### src/design/scd_pkg.sv
// ----------------------------------------------------------------------------
// scd_pkg: shared types and constants of the stereo chorus delay core
// widths, register codes, reset values and the sine lookup table
// ----------------------------------------------------------------------------
package scd_pkg;

   localparam int DELAY_ENTRIES = 16384;
   localparam int DELAY_AW      = $clog2(DELAY_ENTRIES);
   localparam int SAMPLE_BITS   = 16;
   localparam int SINE_ENTRIES  = 1024;
   localparam int SINE_AW       = $clog2(SINE_ENTRIES);

   localparam int DELAY_W     = 21;
   localparam int LEVEL_W     = 16;
   localparam int STEP_W      = 31;
   localparam int PHASE_W     = 32;
   localparam int CSR_DATA_W  = 31;
   localparam int CSR_INDEX_W = 2;

   // oscillator is signed q16, -1.0 .. +1.0
   localparam int OSC_W     = 18;
   localparam int OSC_FRAC  = 16;
   localparam int MOD_W     = OSC_W - 1;
   localparam int MP_W      = DELAY_W + MOD_W;
   localparam int FRAC_W    = 8;
   localparam int OFFS_W    = DELAY_W + 1;
   localparam int BLEND_W   = SAMPLE_BITS + FRAC_W + 2;
   localparam int PROD_W    = BLEND_W + LEVEL_W + 1;
   localparam int WET_SHIFT = FRAC_W + LEVEL_W;
   localparam int WET_W     = PROD_W - WET_SHIFT;
   localparam int SUM_W     = WET_W + 1;

   localparam logic [CSR_INDEX_W-1:0] CSR_BASE_DELAY = 2'd0;
   localparam logic [CSR_INDEX_W-1:0] CSR_MOD_DEPTH  = 2'd1;
   localparam logic [CSR_INDEX_W-1:0] CSR_WET_LEVEL  = 2'd2;
   localparam logic [CSR_INDEX_W-1:0] CSR_PHASE_STEP = 2'd3;

   localparam logic [DELAY_W-1:0] BASE_DELAY_RESET = 21'd245760;
   localparam logic [DELAY_W-1:0] MOD_DEPTH_RESET  = 21'd73728;
   localparam logic [LEVEL_W-1:0] WET_LEVEL_RESET  = 16'd26214;
   localparam logic [STEP_W-1:0]  PHASE_STEP_RESET = 31'd26844;

   typedef logic signed [SAMPLE_BITS-1:0] sample_type;
   typedef logic signed [OSC_W-1:0]       osc_type;
   typedef logic [DELAY_AW-1:0]           addr_type;

   typedef struct packed {
      logic [DELAY_W-1:0] base_delay;
      logic [DELAY_W-1:0] mod_depth;
      logic [LEVEL_W-1:0] wet_level;
      logic [STEP_W-1:0]  phase_step;
   } cfg_type;

   // one-hot step strobes from the sequencer to the lanes
   typedef struct packed {
      logic start;
      logic first;
      logic second;
      logic scale;
   } lane_ctl_type;

   typedef struct packed {
      sample_type              dry;
      logic signed [WET_W-1:0] wet;
   } lane_res_type;

   // quarter-wave polynomial coefficients, q16
   localparam longint unsigned POLY_A = 102944;
   localparam longint unsigned POLY_B = 42048;
   localparam longint unsigned POLY_C = 4640;

   typedef osc_type sine_rom_type [SINE_ENTRIES];

   function automatic sine_rom_type build_sine_rom();
      sine_rom_type    rom;
      longint unsigned p;
      longint unsigned quad;
      longint unsigned t;
      longint unsigned t2;
      longint unsigned inner;
      longint unsigned mid;
      longint unsigned s;
      for (int i = 0; i < SINE_ENTRIES; i++) begin
         p    = (longint'(i) << 18) / SINE_ENTRIES;
         quad = (p >> 16) & 64'd3;
         t    = p & 64'hFFFF;
         // odd quadrants run the quarter wave backwards
         if ((quad & 64'd1) != 64'd0) begin
            t = 64'd65536 - t;
         end
         t2    = (t * t) >> 16;
         inner = POLY_B - ((t2 * POLY_C) >> 16);
         mid   = POLY_A - ((t2 * inner) >> 16);
         s     = (t * mid) >> 16;
         if (s > 64'd65536) begin
            s = 64'd65536;
         end
         // upper half of the turn is negative
         if ((quad & 64'd2) != 64'd0) begin
            rom[i] = osc_type'(64'd0 - s);
         end else begin
            rom[i] = osc_type'(s);
         end
      end
      return rom;
   endfunction

   localparam sine_rom_type SINE_ROM = build_sine_rom();

endpackage

### src/design/scd_merge.sv
// ----------------------------------------------------------------------------
// scd_merge: output stage
// adds wet to dry per channel, saturates, holds the response register
// ----------------------------------------------------------------------------
module scd_merge import scd_pkg::*; (
   input  logic         clock,
   input  logic         reset,
   input  logic         load,
   input  lane_res_type left_res,
   input  lane_res_type right_res,
   input  logic         rsp_ready,
   output logic         rsp_valid,
   output sample_type   rsp_left_out,
   output sample_type   rsp_right_out
);

   localparam logic signed [SUM_W-1:0] SAT_HI = SUM_W'((1 << (SAMPLE_BITS - 1)) - 1);
   localparam logic signed [SUM_W-1:0] SAT_LO = -SUM_W'(1 << (SAMPLE_BITS - 1));

   function automatic sample_type mix_sat(lane_res_type r);
      logic signed [SUM_W-1:0] sum;
      sum = SUM_W'(r.dry) + SUM_W'(r.wet);
      priority if (sum > SAT_HI) begin
         return SAT_HI[SAMPLE_BITS-1:0];
      end else if (sum < SAT_LO) begin
         return SAT_LO[SAMPLE_BITS-1:0];
      end else begin
         return sum[SAMPLE_BITS-1:0];
      end
   endfunction

   logic       valid_ff;
   sample_type left_ff;
   sample_type right_ff;

   always_ff @(posedge clock) begin
      if (reset) begin
         valid_ff <= 1'b0;
      end else if (load) begin
         valid_ff <= 1'b1;
      end else if (rsp_ready) begin
         valid_ff <= 1'b0;
      end
   end

   always_ff @(posedge clock) begin
      if (load) begin
         left_ff  <= mix_sat(left_res);
         right_ff <= mix_sat(right_res);
      end
   end

   assign rsp_valid     = valid_ff;
   assign rsp_left_out  = left_ff;
   assign rsp_right_out = right_ff;

endmodule

### config.mk
export PLATFORM = sky130hd
export DESIGN_NAME = scd_merge
export DESIGN_NICKNAME = d
export VERILOG_FILES = /design/src/design/scd_pkg.sv /design/src/design/scd_merge.sv
export SDC_FILE = /design/constraint.sdc
export NUM_CORES = 1
export LEC_CHECK = 0
export BUFFER_PORTS_ARGS = -buffer_cell sky130_fd_sc_hd__buf_2
export CORE_UTILIZATION = 48
export DETAILED_ROUTE_END_ITERATION = 8
export PLACE_DENSITY = 0.78
export SETUP_SLACK_MARGIN = 0.02
export SKIP_LAST_GASP = 1
export SLEW_MARGIN = 40
export SYNTH_ARGS = -nofsm -noshare
export SYNTH_HDL_FRONTEND = slang
export SYNTH_SLANG_ARGS = --single-unit
### constraint.sdc
create_clock -name clock -period 2.52 [get_ports clock]
set_input_delay 0 -clock clock [delete_from_list [all_inputs] [get_ports clock]]
set_output_delay 0 -clock clock [all_outputs]
set_load 0.02 [all_outputs]
==> impl_metrics.yaml, run 1 <==
timing:
  timing.final.ws_setup_ns: 0.101
  fmax_ghz: 0.413
  rsz0062_at_grt: "false"
  finalHoldViolations: 0
  worst_pin_slew_ns: 0.686
  tns_ns: 0
  slew_headroom_pct: 54.3
  layout_min_cycle_time_ns: 2.42
  period_share_pct: 96.0
  final_max_slew_viol_count: 0
  setup_violations: 0
  finClkSkew_ns: 0
synthesis:
  synthArstFlopShare_pct: 0
  synth_cell_types: 58
  ys_seq_area_share_pct: 27.2
  synth-main-ff-cell: "edfxtp_1"
  synth-edff-count: 32
  avgSynthCellArea_sq_um: 8.85
  syn_area_sq_mm: 0.00360
  synthCells: 407
  synth_warnings: 0
  synth_nets: 521
  ys_seq_elements: 33
place:
  placement.io_buffers: 106
  pre_cts_slack_ns: -0.263
  place.gp.congestion: 0.881
  dp_hpwl_mm: 7.22
layout:
  fill_cells: 639
  synthToLayoutAreaGrowth_pct: 30.3
  fin_nets: 668
  drive_gt1_share_pct: 34.4
  insertedDiodeCount: 0
floorplan:
  die_w_um: 88.6
  initial_core_util_pct: 49.7
  ios: 107
  die_area_sq_mm: 0.00786
  core_sq_mm: 0.00725
  fp.dieH_um: 88.6
  num_rows: 31
setup_path:
  worstSetupStartpoint: "left_res[0]"
  worstSetupStartpointType: "primary input"
  r2r_slack_ns: 1.93
  reg2reg_depth: 2
  crit_fanout: 13
  cp.required_ns: 2.55
  max_stage_delay_ns: 0.48
  critPathTopFamily: "compound AO/OA/AOI/OAI gates"
  path_cells: "buf_2 -> ha_1 -> fa_2 -> a21o_1 -> a221oi_4 -> a2111o_1 -> nand3_1 -> xor2_1 -> or3_4 -> o21ai_1 -> a21oi_1"
  regToRegStartpoint: "rsp_valid"
  path_class: "primary input to flip-flop"
  cp_num_buf_inv: 1
  worstPathArrival_ns: 2.45
  slowest_stage: "or3_4"
  reg2reg_to: "rsp_valid"
  crit_path_end_kind: "flip-flop"
power:
  power.leakage_nw: 2.15
  pwr-share-comb_pct: 54.1
  power_mw: 2.44
  power.density_mw_per_mm2: 520
  p_int_mw: 1.48
  ir_drop_mv: 0.215
  clkPwrFrac_pct: 15.5
  sequentialPowerShare_pct: 30.4
  p_sw_mw: 0.963
  switching_share_pct: 39.4
min_path:
  min_path_cells: 4
  hold_start: "rsp_ready"
  hold_path.class: "primary input to flip-flop"
  hold_path_end: "rsp_valid"
detailed_routing:
  ant_nets: 0
  finalWirelength_mm: 8.77
  via_count: 3620
  viasPerCell: 5.54
  drc: 0
  post_drt_wl_per_cell_um: 13.4
  drt-pass1-iter-count: 5
  drtIter0Drc: 222
grt:
  grt_pass1_wl_mm: 13.8
  grt_pass1_vias: 3175
  gr-total-overflow: 0
  grt_max_degree: 34
  grt_use_total_pct: 22.3
  antenna_found_initial: 0
clock_network:
  cts_buffers: 5
  worst_skew_pair.late_latency_ns: 0.29
  cts_buffer_depth: 2
  cts_tree: "yes"
  ctsRootBufferMaster: "clkbuf_8"
  cts.reportedPaths.clkPinSlew_ns: 0.06
  clock-sinks: 33
  h-tree-depth: 2
flow_run:
  drv_cap: 0
run_status:
  status: "finished, final reports clean"
[sequential cells by signal, summed over array words and instances (netlist names)]
register	cells
rsp_left_out	16
rsp_right_out	16
rsp_valid	1
[cell type report]
| cell class | count | area (sq um) | share of cell area (%) |
|---|---|---|---|
| Clock inverter | 2 | 10.0 | 0.213 |
| Multi-Input combinational cell | 341 | 2480 | 52.9 |
| Timing Repair Buffer | 163 | 986 | 21.0 |
| Clock buffer | 6 | 72.6 | 1.55 |
| Inverter | 10 | 37.5 | 0.800 |
| Sequential cell | 33 | 981 | 20.9 |
| Tap cell | 99 | 124 | 2.64 |
[power groups by stage]
stage | logic [mW] | clock network [mW] | registers [mW]
global placement | 1.26 | 0 | 0.752
detailed placement | 1.29 | 0 | 0.756
finish | 1.32 | 0.378 | 0.743
CTS | 1.29 | 0.379 | 0.745
floorplan | 0.728 | 0 | 0.875
global route | 1.45 | 0.401 | 0.752
[metrics by stage]
stage | std cells | hold WS [ns] | cell area, sq um | util [%]
3_3_place_gp | 643 | 0.164 | 4570 | 62.9
6_report | 654 | 0.0265 | 4690 | 64.7
3_5_place_dp | 643 | 0.166 | 4570 | 62.9
4_1_cts | 652 | 0.0237 | 4660 | 64.2
5_1_grt | 654 | 0.0469 | 4690 | 64.7
2_1_floorplan | 407 | 0.0724 | 3600 | -
[how the worst max path moves through the flow]
stage	end	slack [ns]	cells after the start
global placement	rsp_left_out[11]	-0.16	11
finish	rsp_left_out[11]	0.10	11
CTS	rsp_left_out[11]	0.05	11
floorplan	rsp_left_out[4]	0.05	11
global route	rsp_left_out[5]	0.03	11
detailed placement	rsp_left_out[11]	-0.26	11
[Yosys cell counts (4+ instances only)]
master    instances  area, sq um
a211oi_1          6         45.0
inv_1             9         33.8
edfxtp_1         32          961
ha_1             38          475
xor2_1           11         96.3
nor2b_1           5         31.3
buf_2            12         60.1
a21o_1           17          128
and3_1            8         50.1
o41ai_2           4         65.1
nand4_1           6         37.5
and2_1            4         25.0
o21a_1            6         45.0
nor2_1           15         56.3
a31oi_1           4         25.0
o31ai_1           8         60.1
o21ai_0          12         60.1
xnor2_1          19          166
nand3_1          37          185
a41oi_1           7         61.3
o21bai_1          5         37.5
o21ai_1          15         75.1
nand2_1          31          116
nor3_1            4         20.0
clkbuf_1          6         22.5
a21oi_1          46          230
[kinds of logic after synthesis]
family	Yosys count	synth area share, %
AND/OR/NAND/NOR	119	16.6
multiplexers	1	0.278
XOR/XNOR	33	8.65
adder cells (fa/ha/maj)	40	14.3
AO/OA/AOI/OAI	148	28.5
buffers and inverters	33	4.48
flip-flops	33	27.2
[routing by layer]
metal | global-route usage (%) | wire length (um) | share of wire (%)
met2 | 35.7 | 3910 | 45
met1 | 31.6 | 4170 | 48
met4 | 6.89 | 132 | 1.5
met3 | 2.43 | 553 | 6.3
met5 | 0 | 0 | 0
[placed cells by master, fill, tap and decap left out, types with 4 or more instances in the layout]
| cell type | count |
|---|---|
| a211oi_1 | 6 |
| buf_2 | 106 |
| nor2b_1 | 5 |
| ha_1 | 38 |
| o21ai_0 | 11 |
| o41ai_2 | 4 |
| nand2_1 | 31 |
| o21bai_1 | 5 |
| edfxtp_1 | 32 |
| nand4_1 | 6 |
| a21o_1 | 17 |
| inv_1 | 9 |
| xor2_1 | 11 |
| and3_1 | 8 |
| a21oi_1 | 46 |
| a31oi_1 | 4 |
| nand3_1 | 37 |
| and2_1 | 4 |
| nor2_1 | 15 |
| o31ai_1 | 8 |
| o21ai_1 | 16 |
| o21a_1 | 6 |
| xnor2_1 | 19 |
| a41oi_1 | 7 |
| buf_4 | 54 |
| nor3_1 | 4 |
| clkbuf_8 | 5 |
[repair_timing]
action | 4_1_cts | 5_1_grt
setup buffers | 0 | 2
hold endpoints to repair | 1 | 0
hold buffers | 1 | 0
setup endpoints to repair | 0 | 17
gates resized for setup | 0 | 3
[worst reg2reg max path: cells and delay by family, from the launching register on]
kind	cells	cell delay (ns)
AOI/OAI and AO/OA	1	0.12
and+or+nand+nor	1	0.06
DFF	1	0.31
Power figures use the tool's default switching activity.
==> run 2: changes to the inputs <==
--- a/config.mk
+++ b/config.mk
@@ -5,9 +5,9 @@
 export SDC_FILE = /design/constraint.sdc
 export NUM_CORES = 1
 export LEC_CHECK = 0
-export BUFFER_PORTS_ARGS = -buffer_cell sky130_fd_sc_hd__buf_2
-export CORE_UTILIZATION = 48
+export CORE_UTILIZATION = 59
 export DETAILED_ROUTE_END_ITERATION = 8
+export DONT_BUFFER_PORTS = 1
 export PLACE_DENSITY = 0.78
 export SETUP_SLACK_MARGIN = 0.02
 export SKIP_LAST_GASP = 1
==> run 2 against run 1 <==
  * The run now ends with DRC left
  * Combinational power decreased by 22%
  * Sequential power grew 18%
  * Critical path depth fell by 1
  * Count of clock-buffer cells in the layout is the same
  * Non-clock buffer count down 123
  * Worst setup slack gained 0.031 ns
  * Sequential share of layout area rose by 3.6 points
  * Via count is 8.7% lower
  * Sequential cell count unchanged
  * Highest routed layer unchanged
==> impl_metrics.yaml, run 2 (synthesis gave the netlist of run 1 again) <==
setup_path:
  path_class: "primary input to flip-flop"
  crit_fanout: 13
  crit_path_end_kind: "flip-flop"
  path_cells: "ha_1 -> fa_2 -> a21o_1 -> a221oi_2 -> a2111o_1 -> nand3_1 -> xor2_1 -> or3_4 -> o21ai_1 -> nand3_1"
  cp_num_buf_inv: 0
  cp.required_ns: 2.54
  crit_top_cell: "nand3_1"
  slowest_stage: "or3_4"
  r2r_slack_ns: 1.30
  critPathTopFamily: "compound AO/OA/AOI/OAI gates"
  worstSetupStartpointType: "primary input"
  worstPathArrival_ns: 2.40
  max_stage_delay_ns: 0.48
clock_network:
  cts_tree: "yes"
  clock-sinks: 33
  ctsRootBufferMaster: "clkbuf_8"
  cts_setup_buffers: 0
  cts_buffer_depth: 2
  worst_skew_pair.late_latency_ns: 0.28
  cts.reportedPaths.clkPinSlew_ns: 0.07
  h-tree-depth: 2
  cts_buffers: 5
detailed_routing:
  drt-pass1-iter-count: 7
  ant_nets: 0
  post_drt_wl_per_cell_um: 17.1
  via_count: 3305
  viasPerCell: 6.52
  drtIter0Drc: 247
  drc: 1
  finalWirelength_mm: 8.66
grt:
  grt_pass1_vias: 2925
  gr-total-overflow: 0
  antenna_found_initial: 0
  grt_use_total_pct: 26.9
  grt_pass1_wl_mm: 13.5
  grt_max_degree: 33
floorplan:
  initial_core_util_pct: 60.8
  num_rows: 28
  fp.dieH_um: 80.1
  ios: 107
  die_w_um: 80.1
  die_area_sq_mm: 0.00642
  core_sq_mm: 0.00592
timing:
  slew_headroom_pct: 62.2
  finClkSkew_ns: 0
  final_max_slew_viol_count: 0
  timing.final.ws_setup_ns: 0.133
  worst_pin_slew_ns: 0.564
  setup_violations: 0
  hold-worst-slack_ns: 0.0443
  layout_min_cycle_time_ns: 2.39
  rsz0062_at_grt: "false"
  finalHoldViolations: 0
  fmax_ghz: 0.419
  period_share_pct: 94.7
run_status:
  status: "complete, but fails checks"
  violations: "DRC"
place:
  pre_cts_slack_ns: -0.159
  dp_hpwl_mm: 6.92
  placement.io_buffers: 0
  place.gp.congestion: 0.878
layout:
  drive_gt1_share_pct: 15.7
  synthToLayoutAreaGrowth_pct: 11.0
  fin_nets: 545
  insertedDiodeCount: 0
  mostFrequentLayoutCells: "a21oi_1, ha_1, nand3_1, buf_4, edfxtp_1"
  mostFrequentLayoutCell: "a21oi_1"
min_path:
  hold_path.class: "primary input to flip-flop"
flow_run:
  drv_cap: 0
power:
  power.density_mw_per_mm2: 570
  power.leakage_nw: 1.65
  ir_drop_mv: 0.474
[run 2: cell types whose count changed in the layout (fill, tap and decap cells not counted), sizes merged]
cell | before | now
buf | 162 | 38
dlygate4sd3 | 1 | 2
[run 2: cell type report]
cell class                 count  area, sq um
clock inverter                 2         10.0
inverter                      10         37.5
timing repair buffer          40          330
tap                           75         93.8
sequential                    33          981
clock buffer                   6         72.6
multi-input combinational    341         2470
fill                         486         1920
[run 2: repair_timing]
item	CTS	global route
resized for setup	0	3
hold endpoints to repair	33	0
hold buffers	3	0
endpoints found under the setup margin	0	6
[run 2: final timing paths]
check | startpoint | cells after the start | end
worst max register to register | rsp_valid | 3 | rsp_valid
worst min-delay path | load | 1 | rsp_left_out[10]
worst max-delay path | left_res[0] | 10 | rsp_left_out[7]
worst min register to register | rsp_valid | 3 | rsp_valid
[run 2: layer usage]
layer	global-route usage, %	vias to the layer above	share of wire, %
met5	0	-	0
met4	7.68	0	1.0
met3	3.30	6	6.4
met2	44.1	152	47
met1	36.9	1542	46
li1	-	1605	-
[run 2: where the power goes]
part / internal, mW / leakage [nW] / switching, mW
Sequential: 0.731 / 0.324 / 0.146
Combinational: 0.430 / 1.28 / 0.595
Clock: 0.191 / 0.0450 / 0.188
Total: 1.35 / 1.65 / 0.928
[run 2: worst reg2reg max path, stage by stage (launching register included)]
cell,delay (ns)
dfxtp_1,0.38
a21oi_1,0.15
nor2_1,0.04
dlygate4sd3_1,0.54
[run 2: per-stage QoR]
step / instance area (sq um) / TNS (ns) / util, % / power [mW] / cells
global route: 4000 / 0 / 67.5 / 2.42 / 507
global placement: 3860 / -0.0963 / 65.3 / 1.83 / 496
detailed placement: 3860 / -1.42 / 65.3 / 1.87 / 496
finish: 4000 / 0 / 67.5 / 2.28 / 507
floorplan: 3600 / 0 / - / 1.60 / 407
CTS: 3990 / 0 / 67.4 / 2.27 / 507
==> run 3: changes to the inputs <==
==> constraint.sdc (replaced) <==
create_clock -name clock -period 2.52 [get_ports clock]
set_input_delay 0.126 -clock clock [delete_from_list [all_inputs] [get_ports clock]]
set_output_delay 0.126 -clock clock [all_outputs]
set_load 0.02 [all_outputs]
==> run 3 against run 2 <==
  * Non-clock buffer count grew 20
  * Largest power group unchanged
  * Worst setup slack lost 0.065 ns
  * Final area grew 5.0%
  * The run still ends with DRC left
  * Sequential cell count is the same
==> impl_metrics.yaml, run 3 (synthesis gave the netlist of run 1 again) <==
run_status:
  status: "complete, but fails checks"
  violations: "DRC"
place:
  dp.cells: 516
  pre_cts_slack_ns: -0.269
  placement.io_buffers: 0
  place.gp.congestion: 0.945
  dp_hpwl_mm: 7.07
detailed_routing:
  post_drt_wl_per_cell_um: 17.1
  viasPerCell: 6.46
  drc: 1
  drtIter0Drc: 381
  ant_nets: 0
  drt-pass1-iter-count: 7
  finalWirelength_mm: 9.00
  via_count: 3402
timing:
  timing.final.ws_setup_ns: 0.0680
  final_max_slew_viol_count: 0
  hold-worst-slack_ns: 0.168
  setup_violations: 0
  worst_pin_slew_ns: 0.391
  fmax_ghz: 0.408
  period_share_pct: 97.3
  finalHoldViolations: 0
  rsz0062_at_grt: "true"
  layout_min_cycle_time_ns: 2.45
  slew_headroom_pct: 73.6
  finClkSkew_ns: 0
clock_network:
  cts_tree: "yes"
  cts.reportedPaths.clkPinSlew_ns: 0.07
  cts_buffers: 5
  cts_buffer_depth: 2
  clock-sinks: 33
  ctsRootBufferMaster: "clkbuf_8"
  h-tree-depth: 2
  worst_skew_pair.late_latency_ns: 0.28
power:
  ir_drop_mv: 0.464
  p_int_mw: 1.52
  clkPwrFrac_pct: 20.8
  pwr-share-comb_pct: 43.8
  power.density_mw_per_mm2: 590
  p_sw_mw: 0.953
  sequentialPowerShare_pct: 35.4
  power.leakage_nw: 1.76
  switching_share_pct: 38.5
layout:
  insertedDiodeCount: 0
  fin_nets: 565
  finalNonFillerCells: 527
  fill_cells: 455
  mostFrequentLayoutCell: "buf_4"
  drive_gt1_share_pct: 19.7
  mostFrequentLayoutCells: "buf_4, a21oi_1, nand3_1, ha_1, edfxtp_1"
  synthToLayoutAreaGrowth_pct: 16.6
setup_path:
  regToRegStartpoint: "rsp_valid"
  reg2reg_to: "rsp_valid"
  reg2reg_depth: 3
  worstPathArrival_ns: 2.48
  crit_path_end_kind: "flip-flop"
  worstSetupStartpointType: "primary input"
  r2r_slack_ns: 1.27
  path_class: "primary input to flip-flop"
  crit_fanout: 13
  cp.required_ns: 2.54
grt:
  antenna_found_initial: 0
  gr-total-overflow: 0
  grt_pass1_wl_mm: 14.0
  grt_max_degree: 33
  grt_use_total_pct: 27.8
  grt_pass1_vias: 3047
min_path:
  hold_path.class: "primary input to flip-flop"
  hold_start: "load"
  hold_path_end: "rsp_left_out[12]"
  min_path_cells: 1
floorplan:
  initial_core_util_pct: 60.8
  core_sq_mm: 0.00592
  ios: 107
  fp.dieH_um: 80.1
  num_rows: 28
  die_area_sq_mm: 0.00642
  die_w_um: 80.1
flow_run:
  drv_cap: 0
## run 3: worst max-delay path, cell delays in order
cell      delay [ns]
ha_4            0.15
fa_2            0.38
a21o_1          0.25
a221oi_4        0.31
a2111o_1        0.20
nand3_1         0.09
xor2_1          0.17
or3_4           0.46
o21ai_0         0.22
nand3_1         0.10
## run 3: final cells by class
| type | instances | area (sq um) | share of cell area [%] |
|---|---|---|---|
| multi-input cells | 341 | 2490 | 59.3 |
| flip-flops and latches | 33 | 981 | 23.4 |
| repair buffers | 60 | 480 | 11.4 |
| well taps | 75 | 93.8 | 2.23 |
| clock buffers | 7 | 86.3 | 2.06 |
| inverters | 10 | 37.5 | 0.894 |
| clock inverters | 1 | 30.0 | 0.715 |
## run 3: what timing repair did
item,CTS,global route
hold endpoints to repair,33,0
setup endpoints to repair,0,16
hold buffers,3,0
gates resized for setup,0,5
setup buffers,0,0
## run 3: layer usage
layer / vias to the layer above / GRT usage (%) / wire length [um]
met5: - / 0 / 0
met4: 0 / 8.39 / 165
met3: 19 / 3.41 / 624
met2: 174 / 45.0 / 4120
met1: 1560 / 38.4 / 4080
li1: 1649 / - / -
## run 3: worst max path at each step
stage	end	slack (ns)	startpoint	cells after the start
floorplan	rsp_left_out[4]	-0.07	left_res[0]	11
global placement	rsp_left_out[11]	-0.13	left_res[0]	10
detailed placement	rsp_left_out[1]	-0.27	left_res[0]	10
CTS	rsp_left_out[1]	0.02	left_res[0]	10
global route	rsp_left_out[14]	0.008	left_res[0]	10
finish	rsp_left_out[14]	0.07	left_res[0]	10
## run 3: power by group through the flow
stage	Sequential, mW	Clock, mW	Combinational, mW
global placement	0.885	0	0.996
floorplan	0.875	0	0.728
CTS	0.879	0.513	1.06
global route	0.889	0.535	1.18
detailed placement	0.892	0	1.03
finish	0.878	0.515	1.08
## run 3: metrics by stage
stage	area [sq um]	power (mW)	util, %	TNS (ns)
final	4200	2.48	70.9	0
after global routing	4200	2.61	70.9	0
after CTS	4180	2.45	70.7	0
after detailed placement	4030	1.92	68.0	-2.76
after global placement	4030	1.88	68.0	-1.16
after floorplan	3620	1.60	-	-0.707
